===== src/rtl/dft_pkg.sv =====
`default_nettype none

package dft_pkg;

   // character codes
   localparam logic [7:0] QUOTE_CHAR     = 8'h22;
   localparam logic [7:0] SPACE_CHAR     = 8'h20;
   localparam logic [7:0] CR_CHAR        = 8'h0D;
   localparam logic [7:0] LF_CHAR        = 8'h0A;

   // register map
   localparam logic       REG_DELIMITER  = 1'b0;
   localparam logic [7:0] DELIMITER_RESET = 8'd44;

   // parser mode
   typedef enum logic [3:0] {
      MODE_SEEK       = 4'b0001,
      MODE_PLAIN      = 4'b0010,
      MODE_QUOTED     = 4'b0100,
      MODE_QUOTE_SEEN = 4'b1000
   } mode_type;

   // result sequencer phase
   typedef enum logic [4:0] {
      PH_IDLE   = 5'b00001,
      PH_FLUSH  = 5'b00010,
      PH_SLOT_A = 5'b00100,
      PH_SLOT_B = 5'b01000,
      PH_SLOT_C = 5'b10000
   } phase_type;

   // one result, packed with out_byte in the lowest bits
   typedef struct packed {
      logic       pending_overflow;
      logic       text_end;
      logic       field_end;
      logic       has_byte;
      logic [7:0] out_byte;
   } res_type;

   // controller to datapath
   typedef struct packed {
      logic      load;
      logic      emit;
      logic      last;
      phase_type phase;
   } cmd_type;

   // datapath to controller
   typedef struct packed {
      logic nxt_flush;
      logic nxt_a;
      logic nxt_b;
      logic nxt_c;
      logic cur_flush;
      logic cur_a;
      logic cur_b;
      logic cur_c;
      logic flush_last;
      logic out_free;
   } stat_type;

endpackage

`default_nettype wire


===== src/rtl/dft_controller.sv =====
`default_nettype none

module dft_controller (
   input  wire logic              clock,
   input  wire logic              reset,
   input  wire logic              req_tvalid,
   output logic                   req_tready,
   input  wire dft_pkg::stat_type stat,
   output dft_pkg::cmd_type       cmd
);
   import dft_pkg::*;

   phase_type state_ff;
   phase_type state_in;
   phase_type after;
   phase_type start;
   logic      load;
   logic      emit;

   // phase that follows the current one
   always_comb begin
      case (state_ff)
         PH_FLUSH: begin
            if (!stat.flush_last) after = PH_FLUSH;
            else if (stat.cur_a)  after = PH_SLOT_A;
            else if (stat.cur_b)  after = PH_SLOT_B;
            else if (stat.cur_c)  after = PH_SLOT_C;
            else                  after = PH_IDLE;
         end
         PH_SLOT_A: begin
            if (stat.cur_b)      after = PH_SLOT_B;
            else if (stat.cur_c) after = PH_SLOT_C;
            else                 after = PH_IDLE;
         end
         PH_SLOT_B: begin
            if (stat.cur_c) after = PH_SLOT_C;
            else            after = PH_IDLE;
         end
         default: after = PH_IDLE;
      endcase
   end

   // first phase of a freshly accepted byte
   always_comb begin
      if (stat.nxt_flush)  start = PH_FLUSH;
      else if (stat.nxt_a) start = PH_SLOT_A;
      else if (stat.nxt_b) start = PH_SLOT_B;
      else if (stat.nxt_c) start = PH_SLOT_C;
      else                 start = PH_IDLE;
   end

   assign req_tready = (state_ff == PH_IDLE);
   assign load       = req_tvalid && req_tready;
   assign emit       = (state_ff != PH_IDLE) && stat.out_free;

   always_comb begin
      state_in = state_ff;
      if (load)      state_in = start;
      else if (emit) state_in = after;
   end

   always_ff @(posedge clock) begin
      if (reset) state_ff <= PH_IDLE;
      else       state_ff <= state_in;
   end

   assign cmd.load  = load;
   assign cmd.emit  = emit;
   assign cmd.last  = (after == PH_IDLE);
   assign cmd.phase = state_ff;

   // the final result of a byte returns the sequencer to idle
   a_last_idle: assert property (@(posedge clock) disable iff (reset)
      (emit && cmd.last) |=> (state_ff == PH_IDLE))
      else $error("sequencer not idle after last result");

   // flush phase only when a flush was planned
   a_flush_plan: assert property (@(posedge clock) disable iff (reset)
      (state_ff == PH_FLUSH) |-> stat.cur_flush)
      else $error("flush phase without planned flush");

   // a byte is taken only when nothing of the previous one is left to emit
   a_load_clear: assert property (@(posedge clock) disable iff (reset)
      load |-> !emit)
      else $error("load while results still pending");

endmodule

`default_nettype wire


===== src/rtl/dft_datapath.sv =====
`default_nettype none

module dft_datapath #(
   parameter int HELD_SPACE_DEPTH = 8
) (
   input  wire logic              clock,
   input  wire logic              reset,
   input  wire logic [7:0]        delimiter,
   input  wire logic [7:0]        req_tdata,
   input  wire logic              req_tlast,
   input  wire dft_pkg::cmd_type  cmd,
   output dft_pkg::stat_type      stat,
   output logic                   rsp_tvalid,
   input  wire logic              rsp_tready,
   output logic [15:0]            rsp_tdata,
   output logic                   rsp_tlast
);
   import dft_pkg::*;

   localparam int CW = $clog2(HELD_SPACE_DEPTH + 1);
   localparam int IW = (HELD_SPACE_DEPTH > 1) ? $clog2(HELD_SPACE_DEPTH) : 1;

   // parser state
   mode_type        mode_ff, mode_in;
   logic [CW-1:0]   cnt_ff, cnt_in;
   logic            fhc_ff, fhc_in;

   // plan of the byte being emitted
   logic [CW-1:0]   flush_len_ff, flush_len_in;
   logic            a_vld_ff, b_vld_ff, c_vld_ff;
   logic            a_vld_in, b_vld_in, c_vld_in;
   res_type         a_res_ff, b_res_ff, c_res_ff;
   res_type         a_res_in, b_res_in, c_res_in;

   // held whitespace store
   logic [7:0]      held_mem [HELD_SPACE_DEPTH];
   logic [7:0]      rd_ff;
   logic [IW-1:0]   idx_ff, idx_in;
   logic [IW-1:0]   rd_addr;
   logic            hold_wr;

   // output register
   logic            out_vld_ff;
   res_type         out_ff;
   logic            out_last_ff;
   res_type         res_sel;

   // seek outcome
   mode_type        sk_mode;
   logic            sk_fhc;
   logic [CW-1:0]   sk_cnt;
   logic            sk_vld;

   logic [7:0]      c;
   logic            is_space;
   logic            is_quote;
   logic            is_delim;
   res_type         byte_res;
   res_type         fe_res;
   res_type         ov_res;

   assign c        = req_tdata;
   assign is_space = (c == SPACE_CHAR) || (c == CR_CHAR) || (c == LF_CHAR);
   assign is_quote = (c == QUOTE_CHAR);
   assign is_delim = (c == delimiter);

   always_comb begin
      byte_res          = '0;
      byte_res.has_byte = 1'b1;
      byte_res.out_byte = c;
      fe_res            = '0;
      fe_res.field_end  = 1'b1;
      ov_res            = '0;
      ov_res.pending_overflow = 1'b1;
   end

   // what a byte does between fields
   always_comb begin
      sk_mode = MODE_SEEK;
      sk_fhc  = fhc_ff;
      sk_cnt  = cnt_ff;
      sk_vld  = 1'b0;
      if (is_delim) begin
         sk_mode = MODE_PLAIN;
         sk_fhc  = 1'b0;
         sk_cnt  = '0;
      end else if (is_space) begin
         sk_mode = MODE_SEEK;
      end else if (is_quote) begin
         sk_mode = MODE_QUOTED;
      end else begin
         sk_mode = MODE_PLAIN;
         sk_fhc  = 1'b1;
         sk_cnt  = '0;
         sk_vld  = 1'b1;
      end
   end

   // plan for the incoming byte and next parser state
   always_comb begin
      mode_in      = mode_ff;
      cnt_in       = cnt_ff;
      fhc_in       = fhc_ff;
      hold_wr      = 1'b0;
      flush_len_in = '0;
      a_vld_in     = 1'b0;
      a_res_in     = byte_res;
      b_vld_in     = 1'b0;
      b_res_in     = byte_res;
      case (mode_ff)
         MODE_PLAIN: begin
            if (is_quote) begin
               cnt_in  = '0;
               mode_in = MODE_QUOTED;
            end else if (is_delim) begin
               a_vld_in = 1'b1;
               a_res_in = fe_res;
               cnt_in   = '0;
               fhc_in   = 1'b0;
            end else if (is_space) begin
               if (fhc_ff) begin
                  if (cnt_ff < CW'(HELD_SPACE_DEPTH)) begin
                     hold_wr = 1'b1;
                     cnt_in  = cnt_ff + CW'(1);
                  end else begin
                     a_vld_in = 1'b1;
                     a_res_in = ov_res;
                  end
               end
            end else begin
               flush_len_in = cnt_ff;
               cnt_in       = '0;
               fhc_in       = 1'b1;
               a_vld_in     = 1'b1;
            end
         end
         MODE_QUOTED: begin
            if (is_quote) mode_in = MODE_QUOTE_SEEN;
            else          a_vld_in = 1'b1;
         end
         MODE_QUOTE_SEEN: begin
            if (is_quote) begin
               a_vld_in = 1'b1;
               mode_in  = MODE_QUOTED;
            end else begin
               a_vld_in = 1'b1;
               a_res_in = fe_res;
               mode_in  = sk_mode;
               fhc_in   = sk_fhc;
               cnt_in   = sk_cnt;
               b_vld_in = sk_vld;
            end
         end
         default: begin
            mode_in  = sk_mode;
            fhc_in   = sk_fhc;
            cnt_in   = sk_cnt;
            a_vld_in = sk_vld;
         end
      endcase
      // end of text mark, with a field end unless between fields
      c_vld_in           = req_tlast;
      c_res_in           = '0;
      c_res_in.text_end  = 1'b1;
      c_res_in.field_end = (mode_in != MODE_SEEK);
      if (req_tlast) begin
         mode_in = MODE_SEEK;
         cnt_in  = '0;
         fhc_in  = 1'b0;
      end
   end

   // parser state and plan registers
   always_ff @(posedge clock) begin
      if (reset) begin
         mode_ff      <= MODE_SEEK;
         cnt_ff       <= '0;
         fhc_ff       <= 1'b0;
         flush_len_ff <= '0;
         a_vld_ff     <= 1'b0;
         b_vld_ff     <= 1'b0;
         c_vld_ff     <= 1'b0;
      end else if (cmd.load) begin
         mode_ff      <= mode_in;
         cnt_ff       <= cnt_in;
         fhc_ff       <= fhc_in;
         flush_len_ff <= flush_len_in;
         a_vld_ff     <= a_vld_in;
         b_vld_ff     <= b_vld_in;
         c_vld_ff     <= c_vld_in;
      end
   end

   always_ff @(posedge clock) begin
      if (cmd.load) begin
         a_res_ff <= a_res_in;
         b_res_ff <= b_res_in;
         c_res_ff <= c_res_in;
      end
   end

   // flush index, read address runs one ahead on each flushed byte
   always_comb begin
      idx_in  = idx_ff;
      rd_addr = idx_ff;
      if (cmd.load) begin
         idx_in  = '0;
         rd_addr = '0;
      end else if (cmd.emit && (cmd.phase == PH_FLUSH)) begin
         idx_in  = idx_ff + IW'(1);
         rd_addr = idx_ff + IW'(1);
      end
   end

   always_ff @(posedge clock) begin
      if (reset) idx_ff <= '0;
      else       idx_ff <= idx_in;
   end

   // held whitespace memory
   always_ff @(posedge clock) begin
      if (cmd.load && hold_wr) held_mem[cnt_ff[IW-1:0]] <= c;
      rd_ff <= held_mem[rd_addr];
   end

   // result selection
   always_comb begin
      case (cmd.phase)
         PH_FLUSH: begin
            res_sel          = '0;
            res_sel.has_byte = 1'b1;
            res_sel.out_byte = rd_ff;
         end
         PH_SLOT_A: res_sel = a_res_ff;
         PH_SLOT_B: res_sel = b_res_ff;
         PH_SLOT_C: res_sel = c_res_ff;
         default:   res_sel = '0;
      endcase
   end

   // output register
   always_ff @(posedge clock) begin
      if (reset) begin
         out_vld_ff <= 1'b0;
      end else if (cmd.emit) begin
         out_vld_ff <= 1'b1;
      end else if (rsp_tready) begin
         out_vld_ff <= 1'b0;
      end
   end

   always_ff @(posedge clock) begin
      if (cmd.emit) begin
         out_ff      <= res_sel;
         out_last_ff <= cmd.last;
      end
   end

   assign rsp_tvalid = out_vld_ff;
   assign rsp_tdata  = {4'b0000, out_ff};
   assign rsp_tlast  = out_last_ff;

   // status to the controller
   assign stat.nxt_flush  = (flush_len_in != '0);
   assign stat.nxt_a      = a_vld_in;
   assign stat.nxt_b      = b_vld_in;
   assign stat.nxt_c      = c_vld_in;
   assign stat.cur_flush  = (flush_len_ff != '0);
   assign stat.cur_a      = a_vld_ff;
   assign stat.cur_b      = b_vld_ff;
   assign stat.cur_c      = c_vld_ff;
   assign stat.flush_last = ((CW'(idx_ff) + CW'(1)) == flush_len_ff);
   assign stat.out_free   = !out_vld_ff || rsp_tready;

   // held count stays within the store
   a_cnt_range: assert property (@(posedge clock) disable iff (reset)
      cnt_ff <= CW'(HELD_SPACE_DEPTH))
      else $error("held whitespace count beyond depth");

   // whitespace is held only inside an unquoted field with content
   a_cnt_mode: assert property (@(posedge clock) disable iff (reset)
      ((mode_ff != MODE_PLAIN) || !fhc_ff) |-> (cnt_ff == '0))
      else $error("held whitespace outside an unquoted field");

   // a flushed byte always comes with its trailing content byte
   a_flush_a: assert property (@(posedge clock) disable iff (reset)
      (cmd.phase == PH_FLUSH) |-> a_vld_ff)
      else $error("flush without content byte");

endmodule

`default_nettype wire


===== src/rtl/delimited_field_tokenizer_unit.sv =====
`default_nettype none

// channel | dir | handshake            | payload
// req     | in  | req_tvalid/tready    | tdata: in_byte ; tlast: text_last
// rsp     | out | rsp_tvalid/tready    | tdata: out_byte, has_byte, field_end,
//         |     |                      |   text_end, pending_overflow ; tlast: run_last
// csr     | in  | psel/penable/pready  | delimiter_char at byte address 0
//
// a byte is taken while the sequencer is idle; its n results then leave one per cycle,
// while rsp does not stall, from the result sequencer through a single output register,
// and the input is held until the last result enters the output register; a byte with none does not hold it
// up to HELD_SPACE_DEPTH + 2 results per byte (held whitespace flush dominates)
// synchronous active-high reset returns the parser to the start of text
// a stall on rsp holds the sequencer; the next byte is taken while the last
// result of the previous one still waits in the output register

module delimited_field_tokenizer_unit #(
   parameter int HELD_SPACE_DEPTH = 8
) (
   input  wire logic        clock,
   input  wire logic        reset,
   input  wire logic        req_tvalid,
   output logic             req_tready,
   input  wire logic [7:0]  req_tdata,   // [7:0] in_byte
   input  wire logic        req_tlast,
   output logic             rsp_tvalid,
   input  wire logic        rsp_tready,
   output logic [15:0]      rsp_tdata,   // [7:0] out_byte, [8] has_byte, [9] field_end,
                                         // [10] text_end, [11] pending_overflow
   output logic             rsp_tlast,
   input  wire logic        csr_psel,
   input  wire logic        csr_penable,
   input  wire logic        csr_pwrite,
   input  wire logic [2:0]  csr_paddr,
   input  wire logic [31:0] csr_pwdata,
   output logic [31:0]      csr_prdata,
   output logic             csr_pready
);
   import dft_pkg::*;

   logic [7:0] delimiter_ff;
   logic       csr_wr;
   cmd_type    cmd;
   stat_type   stat;

   // configuration register
   assign csr_pready = 1'b1;
   assign csr_wr     = csr_psel && csr_penable && csr_pwrite && csr_pready;

   always_ff @(posedge clock) begin
      if (reset) begin
         delimiter_ff <= DELIMITER_RESET;
      end else if (csr_wr && (csr_paddr[2] == REG_DELIMITER)) begin
         delimiter_ff <= csr_pwdata[7:0];
      end
   end

   assign csr_prdata = (csr_paddr[2] == REG_DELIMITER) ? {24'b0, delimiter_ff} : 32'b0;

   dft_controller u_ctrl (
      .clock      (clock),
      .reset      (reset),
      .req_tvalid (req_tvalid),
      .req_tready (req_tready),
      .stat       (stat),
      .cmd        (cmd)
   );

   dft_datapath #(
      .HELD_SPACE_DEPTH (HELD_SPACE_DEPTH)
   ) u_dp (
      .clock      (clock),
      .reset      (reset),
      .delimiter  (delimiter_ff),
      .req_tdata  (req_tdata),
      .req_tlast  (req_tlast),
      .cmd        (cmd),
      .stat       (stat),
      .rsp_tvalid (rsp_tvalid),
      .rsp_tready (rsp_tready),
      .rsp_tdata  (rsp_tdata),
      .rsp_tlast  (rsp_tlast)
   );

endmodule

`default_nettype wire


===== config.mk =====
export PLATFORM = sky130hd
export DESIGN_NAME = delimited_field_tokenizer_unit
export DESIGN_NICKNAME = d
export VERILOG_FILES = /design/src/rtl/dft_pkg.sv /design/src/rtl/dft_controller.sv /design/src/rtl/dft_datapath.sv /design/src/rtl/delimited_field_tokenizer_unit.sv
export SDC_FILE = /design/constraint.sdc
export NUM_CORES = 1
export LEC_CHECK = 0
export ABC_AREA = 1
export BUFFER_PORTS_ARGS = -buffer_cell sky130_fd_sc_hd__buf_2
export CORE_ASPECT_RATIO = 0.9
export CORE_MARGIN = 1.5
export CORE_UTILIZATION = 36
export CTS_CLUSTER_DIAMETER = 50
export DETAILED_ROUTE_END_ITERATION = 16
export HOLD_SLACK_MARGIN = 0.03
export SKIP_LAST_GASP = 1
export SLEW_MARGIN = 10
export SYNTH_ARGS = -nofsm -noshare
export SYNTH_HDL_FRONTEND = slang
export SYNTH_SLANG_ARGS = --single-unit

===== constraint.sdc =====
create_clock -name clock -period 2.8 [get_ports clock]
set_input_delay 0.28 -clock clock [delete_from_list [all_inputs] [get_ports clock]]
set_output_delay 0.28 -clock clock [all_outputs]
set_load 0.01 [all_outputs]

After elaboration in Yosys (flattened, before gate mapping) --
Memory sizes are Yosys's and may differ from the RTL's. A register that Yosys moved wholly into a read port is not among the register bits. Cells that the tools add are included.
Storage, ports and cells: register bits after elaboration 67, bits in writable memories 64, bits of input ports 51, output and inout port bits 52, word-level logic and storage cells 144, memories 1
Operators by class: add/sub/neg operators 3, $lt $le $gt $ge 1, eq/ne operators 23, mux-type cells 75, bitwise logic cells 1, reductions and logical operators 16
Memories:
- u_dp.held_mem | depth 8, width 8, rd ports 1, clocked after memory_dff 1, wr ports 1, RTL line dft_datapath.sv:36 | logic [7:0] held_mem [HELD_SPACE_DEPTH];
Operators by type and width (number):
- 2-to-1 mux 4 bit | 20
- 2-to-1 mux 12 bit | 5
- 2-to-1 mux 5 bit | 10
- case mux 12 bit (4 select lines) | 1
- 2-to-1 mux 1 bit | 28
- case mux 12 bit (2 select lines) | 1
- case mux 4 bit (3 select lines) | 2
- equality test 8 x 4 -> 1 bit (second input constant) | 2
- equality test 8 x 6 -> 1 bit (second input constant) | 2
- case mux 5 bit (3 select lines) | 1
- equality test 5 x 1 -> 1 bit (second input constant) | 2
- 2-to-1 mux 10 bit | 1
- AND reduction 5 bit | 2
- 2-to-1 mux 3 bit | 3
- equality test 8 bit | 1
- 2-to-1 mux 8 bit | 1
- logical AND 1 bit | 7
- != test 3 bit (second input constant) | 2
- != test 6 x 5 -> 1 bit (second input constant) | 1
- != test 6 bit (second input constant) | 1
- case mux 1 bit (3 select lines) | 2
- equality test 5 x 2 -> 1 bit (second input constant) | 1
- equality test 5 x 3 -> 1 bit (second input constant) | 1
- equality test 5 x 4 -> 1 bit (second input constant) | 1
- other kinds (18) | 21

Depth between registers and ports, before layout --
word-level depth 11, mapped depth 14, gate-level depth less buffers 13

Hierarchy --
Synthesis repeated with hierarchy kept, for this count alone.
Second synthesis, totals: cell total of the unflattened synthesis 778, area, all modules 7089.3 sq um
Modules (own cells, without submodules):
- dft_datapath | instances 1, cells each 602, area each 5920.7 sq um, sequential area each 3473.3 sq um
- delimited_field_tokenizer_unit | instances 1, cells each 95, area each 645.6 sq um, sequential area each 160.2 sq um
- dft_controller | instances 1, cells each 81, area each 523.0 sq um, sequential area each 100.1 sq um

Least setup slack after synthesis --
OpenSTA, ideal clock, no wires.
kind register to register, start point register u_ctrl.state_ff[2], end point memory u_dp.held_mem[0][0] (enable), library setup time 0.395 ns, arrival 2.072 ns, data required time 2.405 ns, slack 0.333 ns, cell stages (with the launch flop) 8, path buffers 0, clock period less this slack 2.467 ns, cell sequence dfxtp_1 -> nor2_4 -> nand4_2 -> inv_1 -> nand2_2 -> inv_1 -> nand4_2 -> nor4_1
On the way: longest elaborated chain between the ends 5
Ends and longest elaborated chain:
- start, declared | RTL line dft_controller.sv:13 | phase_type state_ff;
- start signal, assigned | RTL line dft_controller.sv:64 | else state_ff <= state_in;
- equality test 5 x 1 -> 1 bit | RTL line dft_controller.sv:52 | assign req_tready = (state_ff == PH_IDLE);
- named net req_tready | RTL line delimited_field_tokenizer_unit.sv:23 | output logic req_tready,
- logical AND 1 bit | RTL line dft_controller.sv:53 | assign load = req_tvalid && req_tready;
- logical AND 1 bit | RTL line dft_datapath.sv:222 | if (cmd.load && hold_wr) held_mem[cnt_ff[IW-1:0]] <= c;
- 2-to-1 mux 1 bit | RTL line dft_datapath.sv:222
- 2-to-1 mux 1 bit (not written as such) | RTL line dft_datapath.sv:222
- end, declared | RTL line dft_datapath.sv:36
The timed path passes the listed nets, and every way through them passes these cells.

==> flow_summary.json <==
{
  "status": "finished, final reports clean",
  "clk_latency_ns": 0.42,
  "grt_pass1_wl_um": 24300,
  "grt_pass1_vias": 4499,
  "drt_first_pass_iters": 5,
  "htreeDepth": 4,
  "dieHeight_um": 132,
  "io_buffers": 47,
  "worstPathArrival_ns": 2.78,
  "synth_top_area_share_pct": 43.9,
  "p_comb_share_pct": 20.1,
  "setup_tns_ns": 0,
  "clockBufferDepth": 2,
  "drc": 0,
  "p_seq_share_pct": 44.2,
  "crit_required_ns": 3.16,
  "max_cap_viol_count": 0,
  "fp-row-count": 46,
  "netlist_top_cells_area": "edfxtp_1 44%, dfxtp_1 12%, nand2_1 11%",
  "cts_tree": "yes",
  "grt_start_max_net_pins": 32,
  "vdd_ir_drop_max_uv": 483,
  "dp.cells": 1033,
  "vias_per_cell": 4.56,
  "avgSynthCellArea_um2": 8.87,
  "cp-end-kind": "register",
  "synthTopCellsByCount": "188 x nand2_1, 99 x inv_1, 97 x edfxtp_1",
  "synth_cell_types": 42,
  "hold_class": "input pin to register",
  "min_period_ns": 2.42,
  "startpoint_type": "register",
  "die_w_um": 146,
  "synth_warnings": 0,
  "synthMostInstantiatedCell": "nand2_1",
  "ant_nets": 0,
  "num-nets-final": 865,
  "grt_setup_unrepaired": "no",
  "maxSlewViolCount": 0,
  "drive_above_1_share_pct": 15.4,
  "ios": 103,
  "drt_wl_total_um": 14900,
  "max_clock_freq_mhz": 413,
  "n_antenna_cell": 0,
  "synth_area_leader_cell": "edfxtp_1",
  "worst_pin_slew_ns": 0.614,
  "setup_viol": 0,
  "powerDensity_nw_per_um2": 784,
  "cp_max_fo": 20,
  "core_um2": 17800,
  "dieArea_um2": 19200,
  "p_sw_mw": 1.78,
  "ctsResizeCount": 0,
  "drt-initial-drc-count": 442,
  "slew_headroom_pct": 59.0,
  "clock-sinks": 138,
  "start_util_pct": 37.1,
  "stdcell_count": 1065,
  "yosysSeqAreaShare_pct": 56.3,
  "clockPowerShare_pct": 35.7,
  "wl_per_cell_um": 14.0,
  "synth-async-reset-ratio_pct": 0,
  "post-route-period-util_pct": 86.5,
  "syn-instance-count": 747,
  "synth_edf_count": 97,
  "gp_congestion": 0.841,
  "grt_usage_pct": 16.5,
  "syn2layout_area_growth_pct": 15.7,
  "numCtsBuffers": 17,
  "crit_type": "register to register",
  "hold_violations": 0,
  "dp_hpwl_um": 10300,
  "ys.flop_type": "edfxtp_1",
  "postCtsSetupBuffers": 0,
  "holdBufCountCts": 0,
  "cts_root_buf": "clkbuf_16",
  "synth-seq-cells": 138,
  "swShare_pct": 29.7,
  "num_vias": 4853,
  "p_leak_nw": 3.39,
  "r2r_setup_slack_ns": 0.38,
  "globalRouteOverflowTotal": 0,
  "syn_area_um2": 6630,
  "intPower_mw": 4.23,
  "antenna_found_initial": 0,
  "skew_ns": 0.00619,
  "clk_pin_slew_ns": 0.06
}
==> logic make-up (layout without fill, tap and decap cells) <==
logic type      after synthesis  count (layout)  share of synthesized area, %
compound gates               78              78                          6.66
xor+xnor                      8               8                          1.06
fa+ha+maj                     2               2                         0.378
buf+inv                     153             204                          10.9
flops                       138             138                          56.3
other cells                   2              29                         0.113
simple gates                366             366                          24.5
==> sequential cells by signal, summed over array words and instances (netlist names) <==
| register | cells |
|---|---|
| u_ctrl.state_ff | 5 |
| u_dp.held_mem | 64 |
| u_dp.mode_ff | 4 |
| u_dp.fhc_ff | 1 |
| u_dp.a_vld_ff | 1 |
| u_dp.cnt_ff | 4 |
| u_dp.rsp_tvalid | 1 |
| u_dp.c_vld_ff | 1 |
| u_dp.b_vld_ff | 1 |
| u_dp.b_res_ff | 8 |
| u_dp.flush_len_ff | 4 |
| u_dp.a_res_ff | 11 |
| u_dp.idx_ff | 3 |
| u_dp.rsp_tlast | 1 |
| delimiter_ff | 8 |
| u_dp.c_res_ff | 1 |
| u_dp.rsp_tdata | 12 |
| u_dp.rd_ff | 8 |
==> power by group through the flow <==
stage / Sequential (mW) / Clock (mW) / Combinational (mW)
2_1_floorplan: 2.72 / 0 / 0.825
3_3_place_gp: 2.70 / 0 / 1.20
3_5_place_dp: 2.70 / 0 / 1.21
4_1_cts: 2.66 / 2.19 / 1.22
5_1_grt: 2.69 / 2.28 / 1.36
6_report: 2.66 / 2.15 / 1.21
==> per-layer routing <==
metal  vias to the layer above  global-route usage [%]  wire length [um]
li1                       2510                       -                 -
met1                      2181                    22.6              7380
met2                       134                    25.0              6480
met3                        28                    4.17               728
met4                         0                    6.40               306
met5                         -                       0                 0
==> layout by cell type (no fill, tap or decap), types with 2 or more instances in the layout <==
cell       netlist  final
nand2_4          4      4
o211ai_1         5      5
o22ai_1          2      2
a21oi_1         24     24
inv_2            3      3
clkinv_1         1      2
nand2_1        188    188
nor2_1          84     84
nand3_1         42     42
bufinv_16        0      2
nor3_1           4      4
clkbuf_8         0      2
clkbuf_1         7      4
nor4_1           7      7
nand3b_1         2      2
edfxtp_1        97     97
xor2_1           2      2
conb_1           2     29
ha_1             2      2
dfxtp_1         41     41
nor2_2           4      4
o21ai_0         29     29
o21ai_1          9      9
nor2_4           2      2
buf_2            8     47
inv_1           99     99
xnor2_1          6      6
clkbuf_16        0     17
a211oi_1         2      2
nand4_1         16     16
nand4_2          2      2
nand2_2          6      6
buf_4           29     20
o21ai_2          4      4
clkinv_2         1      6
==> through the flow <==
stage	cell area, um^2	hold WS, ns	power, mW	worst slack [ns]	utilization [%]
finish	7670	0.0795	6.01	0.378	43.0
global route	7670	0.0765	6.33	0.157	43.0
CTS	7670	0.0637	6.07	0.393	43.0
detailed placement	7100	0.467	3.91	0.359	39.8
global placement	7100	0.457	3.90	0.339	39.8
floorplan	6730	0.358	3.54	0.333	-
==> worst paths after layout <==
kind / depth (start not counted) / to / startpoint
max: 13 / u_dp.rd_ff[0] / u_ctrl.state_ff[4]
min: 3 / delimiter_ff[2] / csr_pwdata[2]
max reg2reg: 13 / u_dp.rd_ff[0] / u_ctrl.state_ff[4]
min reg2reg: 2 / u_dp.mode_ff[2] / u_dp.mode_ff[2]
==> critical path: stages (launching register included) <==
cell and delay (ns):
dfxtp_1 0.37, inv_1 0.11, nand4_2 0.13, nand2_4 0.08
inv_2 0.27, nand2_4 0.13, nand2_4 0.16, nand3_4 0.26
buf_4 0.29, nand2_1 0.06, nand2_1 0.04, o21ai_1 0.23
nand2_1 0.12, nand2_1 0.09
==> cell type report <==
class,instances,area [um^2]
Fill cell,1766,10200
Sequential cell,138,3730
Multi-Input combinational cell,483,2270
Clock buffer,23,468
Timing Repair Buffer,68,405
Inverter,104,392
Tap cell,240,300
Clock inverter,9,96.3
(Power assumes the default switching activity.)
